<file path="config.mk">
export PLATFORM = sky130hd
export DESIGN_NAME = pump_safety_interlock_unit_flat
export DESIGN_NICKNAME = d
export VERILOG_FILES = /design/src/rtl/psi_pkg.sv /design/src/rtl/psi_stream_if.sv /design/src/rtl/psi_cfg_regs.sv /design/src/rtl/psi_window.sv /design/src/rtl/psi_interlock.sv /design/src/rtl/pump_safety_interlock_unit.sv /design/src/flat_wrapper.sv
export SDC_FILE = /design/constraint.sdc
export NUM_CORES = 2
export LEC_CHECK = 0
export BUFFER_PORTS_ARGS = -buffer_cell sky130_fd_sc_hd__buf_2
export CORE_ASPECT_RATIO = 1.75
export CORE_MARGIN = 10
export CORE_UTILIZATION = 40
export DETAILED_ROUTE_END_ITERATION = 8
export GPL_TIMING_DRIVEN = 0
export MAX_ROUTING_LAYER = met4
export PLACE_DENSITY = 0.69
export SYNTH_ARGS = -nofsm -noshare
export SYNTH_HDL_FRONTEND = slang
export SYNTH_HIERARCHICAL = 1
export SYNTH_SLANG_ARGS = --single-unit
</file>
<file path="constraint.sdc">
create_clock -name clk -period 9.3 [get_ports clk]
set_input_delay 0.465 -clock clk [delete_from_list [all_inputs] [get_ports clk]]
set_output_delay 0.465 -clock clk [all_outputs]
set_load 0.02 [all_outputs]
</file>
<file path="src/rtl/psi_pkg.sv">
// ----------------------------------------------------------------------------
// psi_pkg
// Shared types and constants of the pump safety interlock unit: payload
// structures, configuration register map, reset values and channel indexes.
// ----------------------------------------------------------------------------
package psi_pkg;

  localparam int MV_W    = 12;
  localparam int TEMP_W  = 12;
  localparam int STAMP_W = 32;
  localparam int NCH     = 4;
  localparam int NFAULT  = 6;

  // Channel order inside the averaging windows.
  localparam int CH_PRE  = 0;
  localparam int CH_POST = 1;
  localparam int CH_MEM  = 2;
  localparam int CH_SAL  = 3;

  // Fault bit positions.
  localparam int F_TDI   = 0;
  localparam int F_PRE   = 1;
  localparam int F_DROP  = 2;
  localparam int F_MEM   = 3;
  localparam int F_BOOST = 4;
  localparam int F_HP    = 5;

  // Temperatures above this many sixteenths of a degree (90 C) are a fault.
  localparam logic signed [TEMP_W-1:0] TEMP_LIMIT = 12'sd1440;

  // Configuration register map (index = paddr / 4).
  localparam int CFG_ADDR_W = 5;
  localparam int CFG_DATA_W = 32;
  localparam int CFG_IDX_W  = 3;

  localparam logic [CFG_IDX_W-1:0] REG_TDI_LIMIT     = 3'd0;
  localparam logic [CFG_IDX_W-1:0] REG_PREFILTER_MIN = 3'd1;
  localparam logic [CFG_IDX_W-1:0] REG_PREFILTER_MAX = 3'd2;
  localparam logic [CFG_IDX_W-1:0] REG_FILTER_DROP   = 3'd3;
  localparam logic [CFG_IDX_W-1:0] REG_MEMBRANE_MIN  = 3'd4;
  localparam logic [CFG_IDX_W-1:0] REG_MEMBRANE_MAX  = 3'd5;
  localparam logic [CFG_IDX_W-1:0] REG_STARTUP_DELAY = 3'd6;
  localparam logic [CFG_IDX_W-1:0] REG_RESTART_DELAY = 3'd7;

  localparam logic [MV_W-1:0]    RST_TDI_LIMIT     = 12'd1150;
  localparam logic [MV_W-1:0]    RST_PREFILTER_MIN = 12'd717;
  localparam logic [MV_W-1:0]    RST_PREFILTER_MAX = 12'd1510;
  localparam logic [MV_W-1:0]    RST_FILTER_DROP   = 12'd159;
  localparam logic [MV_W-1:0]    RST_MEMBRANE_MIN  = 12'd1693;
  localparam logic [MV_W-1:0]    RST_MEMBRANE_MAX  = 12'd1873;
  localparam logic [STAMP_W-1:0] RST_STARTUP_DELAY = 32'd60000;
  localparam logic [STAMP_W-1:0] RST_RESTART_DELAY = 32'd60000;

  typedef struct packed {
    logic [MV_W-1:0]    tdi_limit_mv;
    logic [MV_W-1:0]    prefilter_min_mv;
    logic [MV_W-1:0]    prefilter_max_mv;
    logic [MV_W-1:0]    filter_drop_max_mv;
    logic [MV_W-1:0]    membrane_min_mv;
    logic [MV_W-1:0]    membrane_max_mv;
    logic [STAMP_W-1:0] startup_delay_ms;
    logic [STAMP_W-1:0] restart_delay_ms;
  } cfg_t;

  typedef struct packed {
    logic [STAMP_W-1:0]       now_ms;
    logic [MV_W-1:0]          prefilter_mv;
    logic [MV_W-1:0]          postfilter_mv;
    logic [MV_W-1:0]          membrane_mv;
    logic [MV_W-1:0]          salinity_mv;
    logic signed [TEMP_W-1:0] boost_temp;
    logic signed [TEMP_W-1:0] hp_temp;
  } sample_t;

  typedef struct packed {
    logic               relay_on;
    logic               checked;
    logic [NFAULT-1:0]  fault_bits;
    logic               stopped_now;
    logic               restarted_now;
    logic [STAMP_W-1:0] run_time_ms;
  } result_t;

endpackage

</file>
<file path="src/rtl/psi_stream_if.sv">
// ----------------------------------------------------------------------------
// psi_stream_if
// Valid/ready stream channel carrying one payload structure per transaction.
// ----------------------------------------------------------------------------
interface psi_stream_if #(
  parameter type payload_t = logic
);
  logic     valid;
  logic     ready;
  payload_t data;

  modport source (output valid, output data, input ready);
  modport sink   (input valid, input data, output ready);
endinterface

</file>
<file path="src/rtl/psi_cfg_regs.sv">
// ----------------------------------------------------------------------------
// psi_cfg_regs
// APB-style configuration register file holding thresholds and delays.
// ----------------------------------------------------------------------------
module psi_cfg_regs (
  input  logic                             clk,
  input  logic                             rst,
  input  logic                             psel,
  input  logic                             penable,
  input  logic                             pwrite,
  input  logic [psi_pkg::CFG_ADDR_W-1:0]   paddr,
  input  logic [psi_pkg::CFG_DATA_W-1:0]   pwdata,
  output logic [psi_pkg::CFG_DATA_W-1:0]   prdata,
  output logic                             pready,
  output psi_pkg::cfg_t                    cfg
);

  logic                            wr_en;
  logic [psi_pkg::CFG_IDX_W-1:0]   idx;

  assign pready = 1'b1;
  assign wr_en  = psel && penable && pwrite;
  assign idx    = paddr[psi_pkg::CFG_ADDR_W-1:2];

  always_ff @(posedge clk) begin
    if (rst) begin
      cfg.tdi_limit_mv       <= psi_pkg::RST_TDI_LIMIT;
      cfg.prefilter_min_mv   <= psi_pkg::RST_PREFILTER_MIN;
      cfg.prefilter_max_mv   <= psi_pkg::RST_PREFILTER_MAX;
      cfg.filter_drop_max_mv <= psi_pkg::RST_FILTER_DROP;
      cfg.membrane_min_mv    <= psi_pkg::RST_MEMBRANE_MIN;
      cfg.membrane_max_mv    <= psi_pkg::RST_MEMBRANE_MAX;
      cfg.startup_delay_ms   <= psi_pkg::RST_STARTUP_DELAY;
      cfg.restart_delay_ms   <= psi_pkg::RST_RESTART_DELAY;
    end else if (wr_en) begin
      unique case (idx)
        psi_pkg::REG_TDI_LIMIT:     cfg.tdi_limit_mv       <= pwdata[psi_pkg::MV_W-1:0];
        psi_pkg::REG_PREFILTER_MIN: cfg.prefilter_min_mv   <= pwdata[psi_pkg::MV_W-1:0];
        psi_pkg::REG_PREFILTER_MAX: cfg.prefilter_max_mv   <= pwdata[psi_pkg::MV_W-1:0];
        psi_pkg::REG_FILTER_DROP:   cfg.filter_drop_max_mv <= pwdata[psi_pkg::MV_W-1:0];
        psi_pkg::REG_MEMBRANE_MIN:  cfg.membrane_min_mv    <= pwdata[psi_pkg::MV_W-1:0];
        psi_pkg::REG_MEMBRANE_MAX:  cfg.membrane_max_mv    <= pwdata[psi_pkg::MV_W-1:0];
        psi_pkg::REG_STARTUP_DELAY: cfg.startup_delay_ms   <= pwdata;
        psi_pkg::REG_RESTART_DELAY: cfg.restart_delay_ms   <= pwdata;
        default: ;
      endcase
    end
  end

  always_comb begin
    unique case (idx)
      psi_pkg::REG_TDI_LIMIT:     prdata = 32'(cfg.tdi_limit_mv);
      psi_pkg::REG_PREFILTER_MIN: prdata = 32'(cfg.prefilter_min_mv);
      psi_pkg::REG_PREFILTER_MAX: prdata = 32'(cfg.prefilter_max_mv);
      psi_pkg::REG_FILTER_DROP:   prdata = 32'(cfg.filter_drop_max_mv);
      psi_pkg::REG_MEMBRANE_MIN:  prdata = 32'(cfg.membrane_min_mv);
      psi_pkg::REG_MEMBRANE_MAX:  prdata = 32'(cfg.membrane_max_mv);
      psi_pkg::REG_STARTUP_DELAY: prdata = cfg.startup_delay_ms;
      psi_pkg::REG_RESTART_DELAY: prdata = cfg.restart_delay_ms;
      default:                    prdata = '0;
    endcase
  end

endmodule

</file>
<file path="src/rtl/psi_window.sv">
// ----------------------------------------------------------------------------
// psi_window
// Four moving-average windows sharing one sample store, write slot and fill
// count. Presents the updated sums and count for the item being processed.
// ----------------------------------------------------------------------------
module psi_window #(
  parameter int WINDOW = 10,
  parameter int SUM_W  = 16,
  parameter int CNT_W  = 4,
  parameter int SLOT_W = 4
) (
  input  logic                                clk,
  input  logic                                rst,
  input  logic                                advance,
  input  psi_pkg::sample_t                    sample,
  output logic [psi_pkg::NCH-1:0][SUM_W-1:0]  sums_next,
  output logic [CNT_W-1:0]                    count_next
);

  localparam int ROW_W = psi_pkg::NCH * psi_pkg::MV_W;

  // One row holds the four readings of one sample period; never reset.
  logic [ROW_W-1:0]                    rows [WINDOW];
  logic [psi_pkg::NCH-1:0][SUM_W-1:0]  sums;
  logic [CNT_W-1:0]                    count;
  logic [SLOT_W-1:0]                   slot;
  logic [SLOT_W-1:0]                   slot_next;
  logic                                full;
  logic [ROW_W-1:0]                    new_row;
  logic [ROW_W-1:0]                    old_row;

  assign new_row = {sample.salinity_mv, sample.membrane_mv,
                    sample.postfilter_mv, sample.prefilter_mv};
  assign old_row = rows[slot];
  assign full    = (count == CNT_W'(WINDOW));

  always_comb begin
    for (int ch = 0; ch < psi_pkg::NCH; ch++) begin
      sums_next[ch] = sums[ch]
                    - (full ? SUM_W'(old_row[ch*psi_pkg::MV_W +: psi_pkg::MV_W]) : '0)
                    + SUM_W'(new_row[ch*psi_pkg::MV_W +: psi_pkg::MV_W]);
    end
  end

  assign count_next = full ? count : count + 1'b1;
  assign slot_next  = (slot == SLOT_W'(WINDOW - 1)) ? '0 : slot + 1'b1;

  always_ff @(posedge clk) begin
    if (rst) begin
      sums  <= '0;
      count <= '0;
      slot  <= '0;
    end else if (advance) begin
      sums  <= sums_next;
      count <= count_next;
      slot  <= slot_next;
    end
  end

  always_ff @(posedge clk) begin
    if (advance) begin
      rows[slot] <= new_row;
    end
  end

endmodule

</file>
<file path="src/rtl/psi_interlock.sv">
// ----------------------------------------------------------------------------
// psi_interlock
// Fault checks against averaged thresholds and the run/stop/restart state of
// the pump relay. Produces the result of the item being processed.
// ----------------------------------------------------------------------------
module psi_interlock #(
  parameter int SUM_W = 16,
  parameter int CNT_W = 4
) (
  input  logic                                clk,
  input  logic                                rst,
  input  logic                                advance,
  input  psi_pkg::cfg_t                       cfg,
  input  psi_pkg::sample_t                    sample,
  input  logic [psi_pkg::NCH-1:0][SUM_W-1:0]  sums,
  input  logic [CNT_W-1:0]                    count,
  output psi_pkg::result_t                    result
);

  localparam int THR_W = psi_pkg::MV_W + CNT_W;
  localparam int CMP_W = ((SUM_W > THR_W) ? SUM_W : THR_W) + 1;
  localparam int DRP_W = CMP_W + 1;

  logic                          running;
  logic [psi_pkg::STAMP_W-1:0]   start_stamp;
  logic [psi_pkg::STAMP_W-1:0]   stop_stamp;
  logic                          running_next;
  logic [psi_pkg::STAMP_W-1:0]   start_stamp_next;
  logic [psi_pkg::STAMP_W-1:0]   stop_stamp_next;

  logic [CMP_W-1:0]              pre, post, mem, sal;
  logic [CMP_W-1:0]              thr_tdi, thr_pre_min, thr_pre_max;
  logic [CMP_W-1:0]              thr_drop, thr_mem_min, thr_mem_max;
  logic signed [DRP_W-1:0]       drop;
  logic [psi_pkg::NFAULT-1:0]    faults;
  logic                          checks_on;
  logic                          stop;
  logic                          restart;

  assign pre  = CMP_W'(sums[psi_pkg::CH_PRE]);
  assign post = CMP_W'(sums[psi_pkg::CH_POST]);
  assign mem  = CMP_W'(sums[psi_pkg::CH_MEM]);
  assign sal  = CMP_W'(sums[psi_pkg::CH_SAL]);

  // Thresholds scaled by the number of samples in the window.
  assign thr_tdi     = CMP_W'(THR_W'(cfg.tdi_limit_mv) * THR_W'(count));
  assign thr_pre_min = CMP_W'(THR_W'(cfg.prefilter_min_mv) * THR_W'(count));
  assign thr_pre_max = CMP_W'(THR_W'(cfg.prefilter_max_mv) * THR_W'(count));
  assign thr_drop    = CMP_W'(THR_W'(cfg.filter_drop_max_mv) * THR_W'(count));
  assign thr_mem_min = CMP_W'(THR_W'(cfg.membrane_min_mv) * THR_W'(count));
  assign thr_mem_max = CMP_W'(THR_W'(cfg.membrane_max_mv) * THR_W'(count));

  assign drop = $signed({1'b0, pre}) - $signed({1'b0, post});

  always_comb begin
    faults                  = '0;
    faults[psi_pkg::F_TDI]   = sal > thr_tdi;
    faults[psi_pkg::F_PRE]   = (pre < thr_pre_min) || (pre > thr_pre_max);
    faults[psi_pkg::F_DROP]  = drop > $signed({1'b0, thr_drop});
    faults[psi_pkg::F_MEM]   = (mem < thr_mem_min) || (mem > thr_mem_max);
    faults[psi_pkg::F_BOOST] = sample.boost_temp > psi_pkg::TEMP_LIMIT;
    faults[psi_pkg::F_HP]    = sample.hp_temp > psi_pkg::TEMP_LIMIT;
  end

  assign checks_on = running && ((sample.now_ms - start_stamp) > cfg.startup_delay_ms);
  assign stop      = checks_on && (|faults);
  // Restart looks at the state held before this item, so only a pump that
  // was already stopped can restart.
  assign restart   = !running && ((sample.now_ms - stop_stamp) > cfg.restart_delay_ms);

  assign running_next     = stop ? 1'b0 : (restart ? 1'b1 : running);
  assign start_stamp_next = restart ? sample.now_ms : start_stamp;
  assign stop_stamp_next  = stop ? sample.now_ms : stop_stamp;

  always_comb begin
    result.relay_on      = running_next;
    result.checked       = checks_on;
    result.fault_bits    = checks_on ? faults : '0;
    result.stopped_now   = stop;
    result.restarted_now = restart;
    result.run_time_ms   = running_next ? (sample.now_ms - start_stamp_next)
                                        : (stop_stamp_next - start_stamp);
  end

  always_ff @(posedge clk) begin
    if (rst) begin
      running     <= 1'b1;
      start_stamp <= '0;
      stop_stamp  <= '0;
    end else if (advance) begin
      running     <= running_next;
      start_stamp <= start_stamp_next;
      stop_stamp  <= stop_stamp_next;
    end
  end

endmodule

</file>
<file path="src/rtl/pump_safety_interlock_unit.sv">
// ----------------------------------------------------------------------------
// pump_safety_interlock_unit
// Top level of the pump safety interlock: input register, averaging windows,
// fault checks with run/stop/restart control, result register and APB port.
// ----------------------------------------------------------------------------
// Each transaction on the samples channel is one sample period and produces
// exactly one transaction on the verdicts channel. The unit accepts a new
// sample every clock cycle while verdicts are taken. A sample lands in the
// input register on the edge that accepts it, and its verdict is written to
// the result register once that register is free or is being emptied. The
// sustained rate of one sample per cycle rests on the window sums and pump
// state being updated combinationally between those two registers. A verdict
// that waits on the downstream side does not block the next sample from being
// captured in the input register; only a second sample behind it is held off
// until the verdict leaves. The four millivolt readings are averaged over the
// last WINDOW samples (fewer while the windows fill); averages are compared as
// sum against threshold times sample count. Faults are checked only while the
// pump runs and once more than startup_delay_ms has passed since it started;
// any fault drops the relay, and it closes again once it has been open for
// more than restart_delay_ms. After reset the pump runs.
// Thresholds and delays sit in eight 32-bit APB registers at byte addresses
// 0x00 through 0x1C and should be written only while no sample is in flight.
// ----------------------------------------------------------------------------
module pump_safety_interlock_unit #(
  parameter int WINDOW = 10
) (
  input  logic                            clk,
  input  logic                            rst,
  psi_stream_if.sink                      samples,
  psi_stream_if.source                    verdicts,
  input  logic                            psel,
  input  logic                            penable,
  input  logic                            pwrite,
  input  logic [psi_pkg::CFG_ADDR_W-1:0]  paddr,
  input  logic [psi_pkg::CFG_DATA_W-1:0]  pwdata,
  output logic [psi_pkg::CFG_DATA_W-1:0]  prdata,
  output logic                            pready
);

  // Widths derived from the window depth.
  localparam int CNT_W  = $clog2(WINDOW + 1);
  localparam int SLOT_W = (WINDOW > 1) ? $clog2(WINDOW) : 1;
  localparam int SUM_W  = $clog2(WINDOW * ((1 << psi_pkg::MV_W) - 1) + 1);

  psi_pkg::cfg_t                       cfg;
  psi_pkg::sample_t                    in_data;
  logic                                in_valid;
  psi_pkg::result_t                    result;
  psi_pkg::result_t                    out_data;
  logic                                out_valid;
  logic                                advance;
  logic [psi_pkg::NCH-1:0][SUM_W-1:0]  sums_next;
  logic [CNT_W-1:0]                    count_next;

  // The held sample is processed whenever the result register is free or
  // is being emptied in this same cycle.
  assign advance       = in_valid && (!out_valid || verdicts.ready);
  assign samples.ready = !in_valid || advance;

  assign verdicts.valid = out_valid;
  assign verdicts.data  = out_data;

  always_ff @(posedge clk) begin
    if (rst) begin
      in_valid <= 1'b0;
    end else if (samples.ready) begin
      in_valid <= samples.valid;
    end
  end

  always_ff @(posedge clk) begin
    if (samples.ready && samples.valid) begin
      in_data <= samples.data;
    end
  end

  always_ff @(posedge clk) begin
    if (rst) begin
      out_valid <= 1'b0;
    end else if (advance) begin
      out_valid <= 1'b1;
    end else if (verdicts.ready) begin
      out_valid <= 1'b0;
    end
  end

  always_ff @(posedge clk) begin
    if (advance) begin
      out_data <= result;
    end
  end

  psi_cfg_regs u_cfg (
    .clk     (clk),
    .rst     (rst),
    .psel    (psel),
    .penable (penable),
    .pwrite  (pwrite),
    .paddr   (paddr),
    .pwdata  (pwdata),
    .prdata  (prdata),
    .pready  (pready),
    .cfg     (cfg)
  );

  psi_window #(
    .WINDOW (WINDOW),
    .SUM_W  (SUM_W),
    .CNT_W  (CNT_W),
    .SLOT_W (SLOT_W)
  ) u_window (
    .clk        (clk),
    .rst        (rst),
    .advance    (advance),
    .sample     (in_data),
    .sums_next  (sums_next),
    .count_next (count_next)
  );

  psi_interlock #(
    .SUM_W (SUM_W),
    .CNT_W (CNT_W)
  ) u_interlock (
    .clk     (clk),
    .rst     (rst),
    .advance (advance),
    .cfg     (cfg),
    .sample  (in_data),
    .sums    (sums_next),
    .count   (count_next),
    .result  (result)
  );

  // A stop and a restart can never fall on the same sample.
  a_no_stop_and_restart: assert property (@(posedge clk) disable iff (rst)
    out_valid |-> !(out_data.stopped_now && out_data.restarted_now))
    else $error("stop and restart reported on the same sample");

  // A stop comes only from an evaluated check with at least one fault.
  a_stop_consistent: assert property (@(posedge clk) disable iff (rst)
    (out_valid && out_data.stopped_now) |->
      (out_data.checked && !out_data.relay_on && (out_data.fault_bits != '0)))
    else $error("stop reported without an evaluated fault");

  // Fault bits stay clear when checks were not evaluated.
  a_faults_need_check: assert property (@(posedge clk) disable iff (rst)
    (out_valid && !out_data.checked) |-> (out_data.fault_bits == '0))
    else $error("fault bits set on an unchecked sample");

  // A restart closes the relay with the run timer at zero.
  a_restart_resets_timer: assert property (@(posedge clk) disable iff (rst)
    (out_valid && out_data.restarted_now) |->
      (out_data.relay_on && (out_data.run_time_ms == '0)))
    else $error("restart without relay on and zero run time");

  // With both registers full and the output stalled, no sample may enter.
  a_full_blocks_input: assert property (@(posedge clk) disable iff (rst)
    (in_valid && out_valid && !verdicts.ready) |-> !samples.ready)
    else $error("sample accepted while pipeline is full and stalled");

endmodule

</file>
<file path="src/flat_wrapper.sv">
// flat-port wrapper written by rule: the top's interface ports become plain ports
module pump_safety_interlock_unit_flat 
#(
  parameter int WINDOW = 10
)
  (clk, rst, psel, penable, pwrite, paddr, pwdata, prdata, pready, samples_valid, samples_data, samples_ready, verdicts_valid, verdicts_data, verdicts_ready);
  psi_stream_if #(.payload_t(psi_pkg::sample_t)) samples_i ();
  psi_stream_if #(.payload_t(psi_pkg::result_t)) verdicts_i ();
  input  logic clk;
  input  logic rst;
  input  logic psel;
  input  logic penable;
  input  logic pwrite;
  input  logic [psi_pkg::CFG_ADDR_W-1:0] paddr;
  input  logic [psi_pkg::CFG_DATA_W-1:0] pwdata;
  output logic [psi_pkg::CFG_DATA_W-1:0] prdata;
  output logic pready;
  input wire logic [$bits(samples_i.valid)-1:0] samples_valid;
  input wire logic [$bits(samples_i.data)-1:0] samples_data;
  output wire logic [$bits(samples_i.ready)-1:0] samples_ready;
  output wire logic [$bits(verdicts_i.valid)-1:0] verdicts_valid;
  output wire logic [$bits(verdicts_i.data)-1:0] verdicts_data;
  input wire logic [$bits(verdicts_i.ready)-1:0] verdicts_ready;
  assign samples_i.valid = samples_valid;
  assign samples_i.data = samples_data;
  assign samples_ready = samples_i.ready;
  assign verdicts_valid = verdicts_i.valid;
  assign verdicts_data = verdicts_i.data;
  assign verdicts_i.ready = verdicts_ready;
  pump_safety_interlock_unit #(.WINDOW(WINDOW)) u_core (.clk(clk), .rst(rst), .samples(samples_i), .verdicts(verdicts_i), .psel(psel), .penable(penable), .pwrite(pwrite), .paddr(paddr), .pwdata(pwdata), .prdata(prdata), .pready(pready));
endmodule
</file>
Yosys cells after proc, flatten, opt, wreduce, memory -nomap -nowiden --
Memories as Yosys holds them, arrays and structs flattened. A register that Yosys moved wholly into a read port is not among the register bits. Index checks and enable logic that the tools add are counted.
Word-level totals: flip-flop bits (word level) 421, bits in latches 0, RAM bits 480, ROM bits 0, input port bits 148, output and inout bits 77, memories kept 1
Memories:
- u_core.u_window.rows | depth 10, width 48, rd ports 1, clocked after Yosys merged registers in 1, wr ports 1, line psi_window.sv:23 | logic [ROW_W-1:0] rows [WINDOW];
Operators by class: add/sub/neg operators 15, multiply operators 6, div/mod/pow operators 0, $lt $le $gt $ge 10, eq/ne operators 9, shift-type cells 0, mux-type cells 18, bitwise gates (word level) 0, reductions and logical operators 25
Operators with widths (count):
- 32-bit one-hot mux with 8 select lines | 1
- 32-bit subtractor | 4
- 12-bit by 4-bit multiplier with 16-bit output | 6
- 32-bit 2-to-1 mux | 3
- 16-bit by 12-bit adder with 16-bit output | 4
- 32-bit > comparator | 2
- 16-bit by 12-bit subtractor with 16-bit output | 4
- 16-bit > comparator | 3
- 12-bit 2-to-1 mux | 4
- 16-bit < comparator | 2
- 12-bit > comparator, second input constant | 2
- 17-bit > comparator | 1
- 16-bit by 16-bit subtractor with 17-bit output | 1
- 4-bit 2-to-1 mux | 4
- 2-bit AND reduction | 8
- 3-bit == test, second input constant | 4
- 4-bit by 1-bit adder with 4-bit output, second input constant | 2
- 4-bit == test, second input constant | 2
- 1-bit logical AND | 7
- 3-bit by 2-bit == test with 1-bit output, second input constant | 2
- 1-bit 2-to-1 mux | 6
- 6-bit OR reduction | 1
- 1-bit logical OR | 4
- 3-bit by 1-bit == test with 1-bit output, second input constant | 1
- other kinds (3) | 5

Longest topological paths before layout --
depth after elaboration 11, depth in mapped cells 49, gate-level depth less buffers 46

Modules after synthesis --
The synthesis kept the hierarchy.
Modules (own cells, without submodules):
- psi_window | times used 1, cells an instance 1781, area an instance 25871.1 um2
- psi_interlock | times used 1, cells an instance 2911, area an instance 22258.8 um2
- psi_cfg_regs | times used 1, cells an instance 734, area an instance 5998.3 um2
- pump_safety_interlock_unit | times used 1, cells an instance 156, area an instance 4488.1 um2

Least setup slack after synthesis --
OpenSTA, ideal clock, no wires.
path kind flip-flop to flip-flop, start point reg with a tool-made name, end point reg u_core.out_data, in the netlist u_core/verdicts.data[30] (data pin), setup time 0.267 ns, arrival time 9.197 ns, setup slack -0.165 ns, stages on the path, launching flop included 45, cell sequence dfxtp_1 clkbuf_1 buf_2 clkbuf_1 mux4_2 a211oi_1 a211oi_1 ha_1 inv_1 ha_1 fa_1 a21o_1 a21oi_1 o21bai_1 a21oi_1 xnor2_1 ha_1 o21a_1 (+9 left out) nand3_1 o221ai_1 a21oi_1 o41ai_4 inv_2 buf_4 mux2_1 ha_1 nor2b_1 o31a_1 o211a_1 a41o_1 a211oi_1 o31a_1 o21ai_0 mux2i_1 o21ai_0 o21ai_0
RTL lines:
- end signal: assignment | line pump_safety_interlock_unit.sv:89 | out_data <= result;
- end: declaration | line pump_safety_interlock_unit.sv:49 | psi_pkg::result_t out_data;

==> metrics.cfg <==
[synthesis]
ys_seq_area_share_pct = 41.6
synth_area_mm2 = 0.0586
yosys_register_bits = 905
synthFlopType = edfxtp_1
yosysTopAreaCell = edfxtp_1
synth_cells = 5582
async_flop_share_pct = 0
yosysWarningCount = 6
syn-num-nets = 6387
synth-edff-count = 626
avgSynthCellArea_um2 = 10.5
synth_cell_types = 92
synthTopCellsByArea = edfxtp_1, ha_1, dfxtp_1
yosys.area.top_type_share_pct = 32.1

[floorplan]
die_width_um = 309
pin_count = 225
die_h_um = 526
die_area_mm2 = 0.163
rows = 185
initial_core_util_pct = 40.3
core_mm2 = 0.145

[routing]
drcViolationCount = 0
drt-vias-per-instance = 5.50
num_vias = 44600
drt_iter0_drc = 2800
wl_per_cell_um = 22.7
drt_wl_total_um = 184000
firstDrtPassIters = 5
ant_nets = 0

[power]
total_power_w = 0.0160
peakVddDrop_mv = 0.344
leakagePower_nw = 27.8
powerDensity_mw_per_mm2 = 229

[sta]
hold_viol_final = 0
max_slew_margin_pct = 8.67
fin_crit_sh_pct = 108
setup_violations = 22
rsz0062_at_grt = true
fmax_mhz = 100
skew_ns = 0.0516
tightest_slew_ns = 1.37
min_period_ns = 10.0
drv_slew = 0
setup_ws_ns = -0.698

[critical_path]
cp.arrival_ns = 10.41
rrSetupSlack_ns = -0.70
slowest_stage = fa_1
cp_common_cell = buf_12
endpoint_kind = flip-flop
startpoint_type = flip-flop
cp_max_fo = 6
crit_path_max_incr_delay_ns = 0.57
worstPathRequired_ns = 9.71
critPathKind = flip-flop to flip-flop

[global_route]
grt_overflow_total = 0
grt_use_total_pct = 22.8
grt_antenna_before_repair = 21
grt_pass1_wl_um = 276000
grt_pass1_vias = 46400
grt_max_degree = 57

[cells_and_area]
fin_util_pct = 48.1
area_delta_synth_final_pct = 19.2
drive_above_1_share_pct = 16.4
nets = 6945

[clock_network]
clock_sinks = 905
root_buffer = clkbuf_16
clkTransAtPathRegs_ns = 0.07
cts_tree = yes
cts_max_path_buffers = 3
cts-buffers-inserted = 87
clk_latency_ns = 0.71
cts_max_level = 3

[min_path]
hp-class = input pin to flip-flop

[placed_design]
numPortBuffers = 208
routabilityCongestion = 0.976
hpwlAfterDp_um = 140000

[run]
cap_violations = 0

[run_status]
violations = setup timing
status = complete, but fails checks

-- Yosys cell counts, types with 106 or more instances --
master / n
o21ai_0: 137
nand2_1: 472
ha_1: 484
a211oi_1: 129
inv_1: 672
and2_1: 195
clkbuf_1: 130
mux2i_1: 207
a21o_1: 106
fa_1: 173
a21oi_1: 330
nor2b_1: 108
edfxtp_1: 626
xnor2_1: 159
dfxtp_1: 279
nor2_1: 302
-- per-layer routing --
metal	global-route usage (%)	up-vias	routed length, um	part of all wire, %
met5	-	-	0	0
met4	15.6	0	15100	8.2
met3	3.42	551	8980	4.9
met2	40.4	1368	95000	52
met1	22.8	21900	64800	35
li1	-	20800	-	-
-- state kept, by name, indices dropped and copies added (netlist names), named ones only --
signal,flops
u_core/verdicts.data,42
u_core/u_window/slot,4
u_core/u_interlock/running,1
u_core/u_interlock/start_stamp,32
u_core/verdicts.valid,1
u_core/u_interlock/stop_stamp,32
u_core/u_window/sums,64
u_core/in_data,104
u_core/u_cfg/cfg,136
u_core/u_window/rows,480
u_core/u_window/count,4
u_core/in_valid,1
-- final cells by class --
cell class	count	area, um2
Fill cell	12900	75500
Multi-Input combinational cell	3776	32400
Sequential cell	905	24400
Timing Repair Buffer	479	3770
Inverter	674	2540
Tap cell	1870	2340
Clock buffer	108	2340
Buffer	217	1320
Clock inverter	51	686
Antenna cell	20	50.0
-- critical path: cells and delay by family (launching register included) --
| family | cells | cell delay [ns] |
|---|---|---|
| AND/OR/NAND/NOR | 12 | 2.63 |
| buffers and inverters | 11 | 1.45 |
| XOR/XNOR | 2 | 0.32 |
| adder cells (fa/ha/maj) | 5 | 1.29 |
| AO/OA/AOI/OAI | 15 | 2.65 |
| flip-flops | 1 | 0.36 |
| multiplexers | 3 | 0.95 |
-- cells by family after synthesis --
family,after synthesis,synth area share [%]
mux,350,8.15
compound gates,1068,12.0
simple gates,1448,12.2
other cells,1,0.00640
fa+ha+maj,657,16.2
buf+inv,901,6.08
flops,905,41.6
xor+xnor,252,3.77
-- stage by stage --
stage / hold WS, ns / instances / TNS [ns] / setup WS [ns] / cell area (um2)
6_report: 0.0394 / 8100 / -11.23 / -0.698 / 69900
5_1_grt: 0.0406 / 8099 / -16.55 / -0.918 / 69900
4_1_cts: 0.00607 / 8052 / -3.70 / -0.398 / 69200
3_5_place_dp: 0.466 / 7701 / -129.79 / -4.22 / 62600
3_3_place_gp: 0.454 / 7660 / -585.45 / -4.10 / 62000
2_1_floorplan: 0.446 / 5582 / 0 / 0.0791 / 58600
-- worst paths after layout --
kind / startpoint / to / depth (start not counted)
setup / recovery: flip-flop / u_core/verdicts.data[27] / 48
hold / removal: pwdata[23] / u_core/u_cfg/cfg[23] / 3
setup reg to reg: flip-flop / u_core/verdicts.data[27] / 48
hold reg to reg: u_core/u_cfg/cfg[58] / u_core/u_cfg/cfg[58] / 2
-- cell usage in the layout, fill, tap and decap left out, types with 117 or more instances in the layout --
cell type / n
a21oi_1: 300
buf_2: 262
and2_1: 194
ha_1: 447
buf_4: 117
xnor2_1: 139
dfxtp_1: 275
nand2_1: 469
inv_1: 664
fa_1: 170
mux2i_1: 206
edfxtp_1: 626
nor2_1: 291
dlygate4sd3_1: 117
-- report_power, final --
part	switching, W	internal [W]
combinational	0.00428	0.00330
clock	0.00167	0.00212
sequential	0.000131	0.00452
-- what timing repair did --
item | 4_1_cts | 5_1_grt
resized for setup | 393 | 81
hold endpoints to repair | 128 | 0
endpoints found under the setup margin | 67 | 26
cloned | 2 | 0
hold buffers | 117 | 0
pin swaps | 121 | 60
buffers inserted | 83 | 29
(Power assumes the default switching activity.)
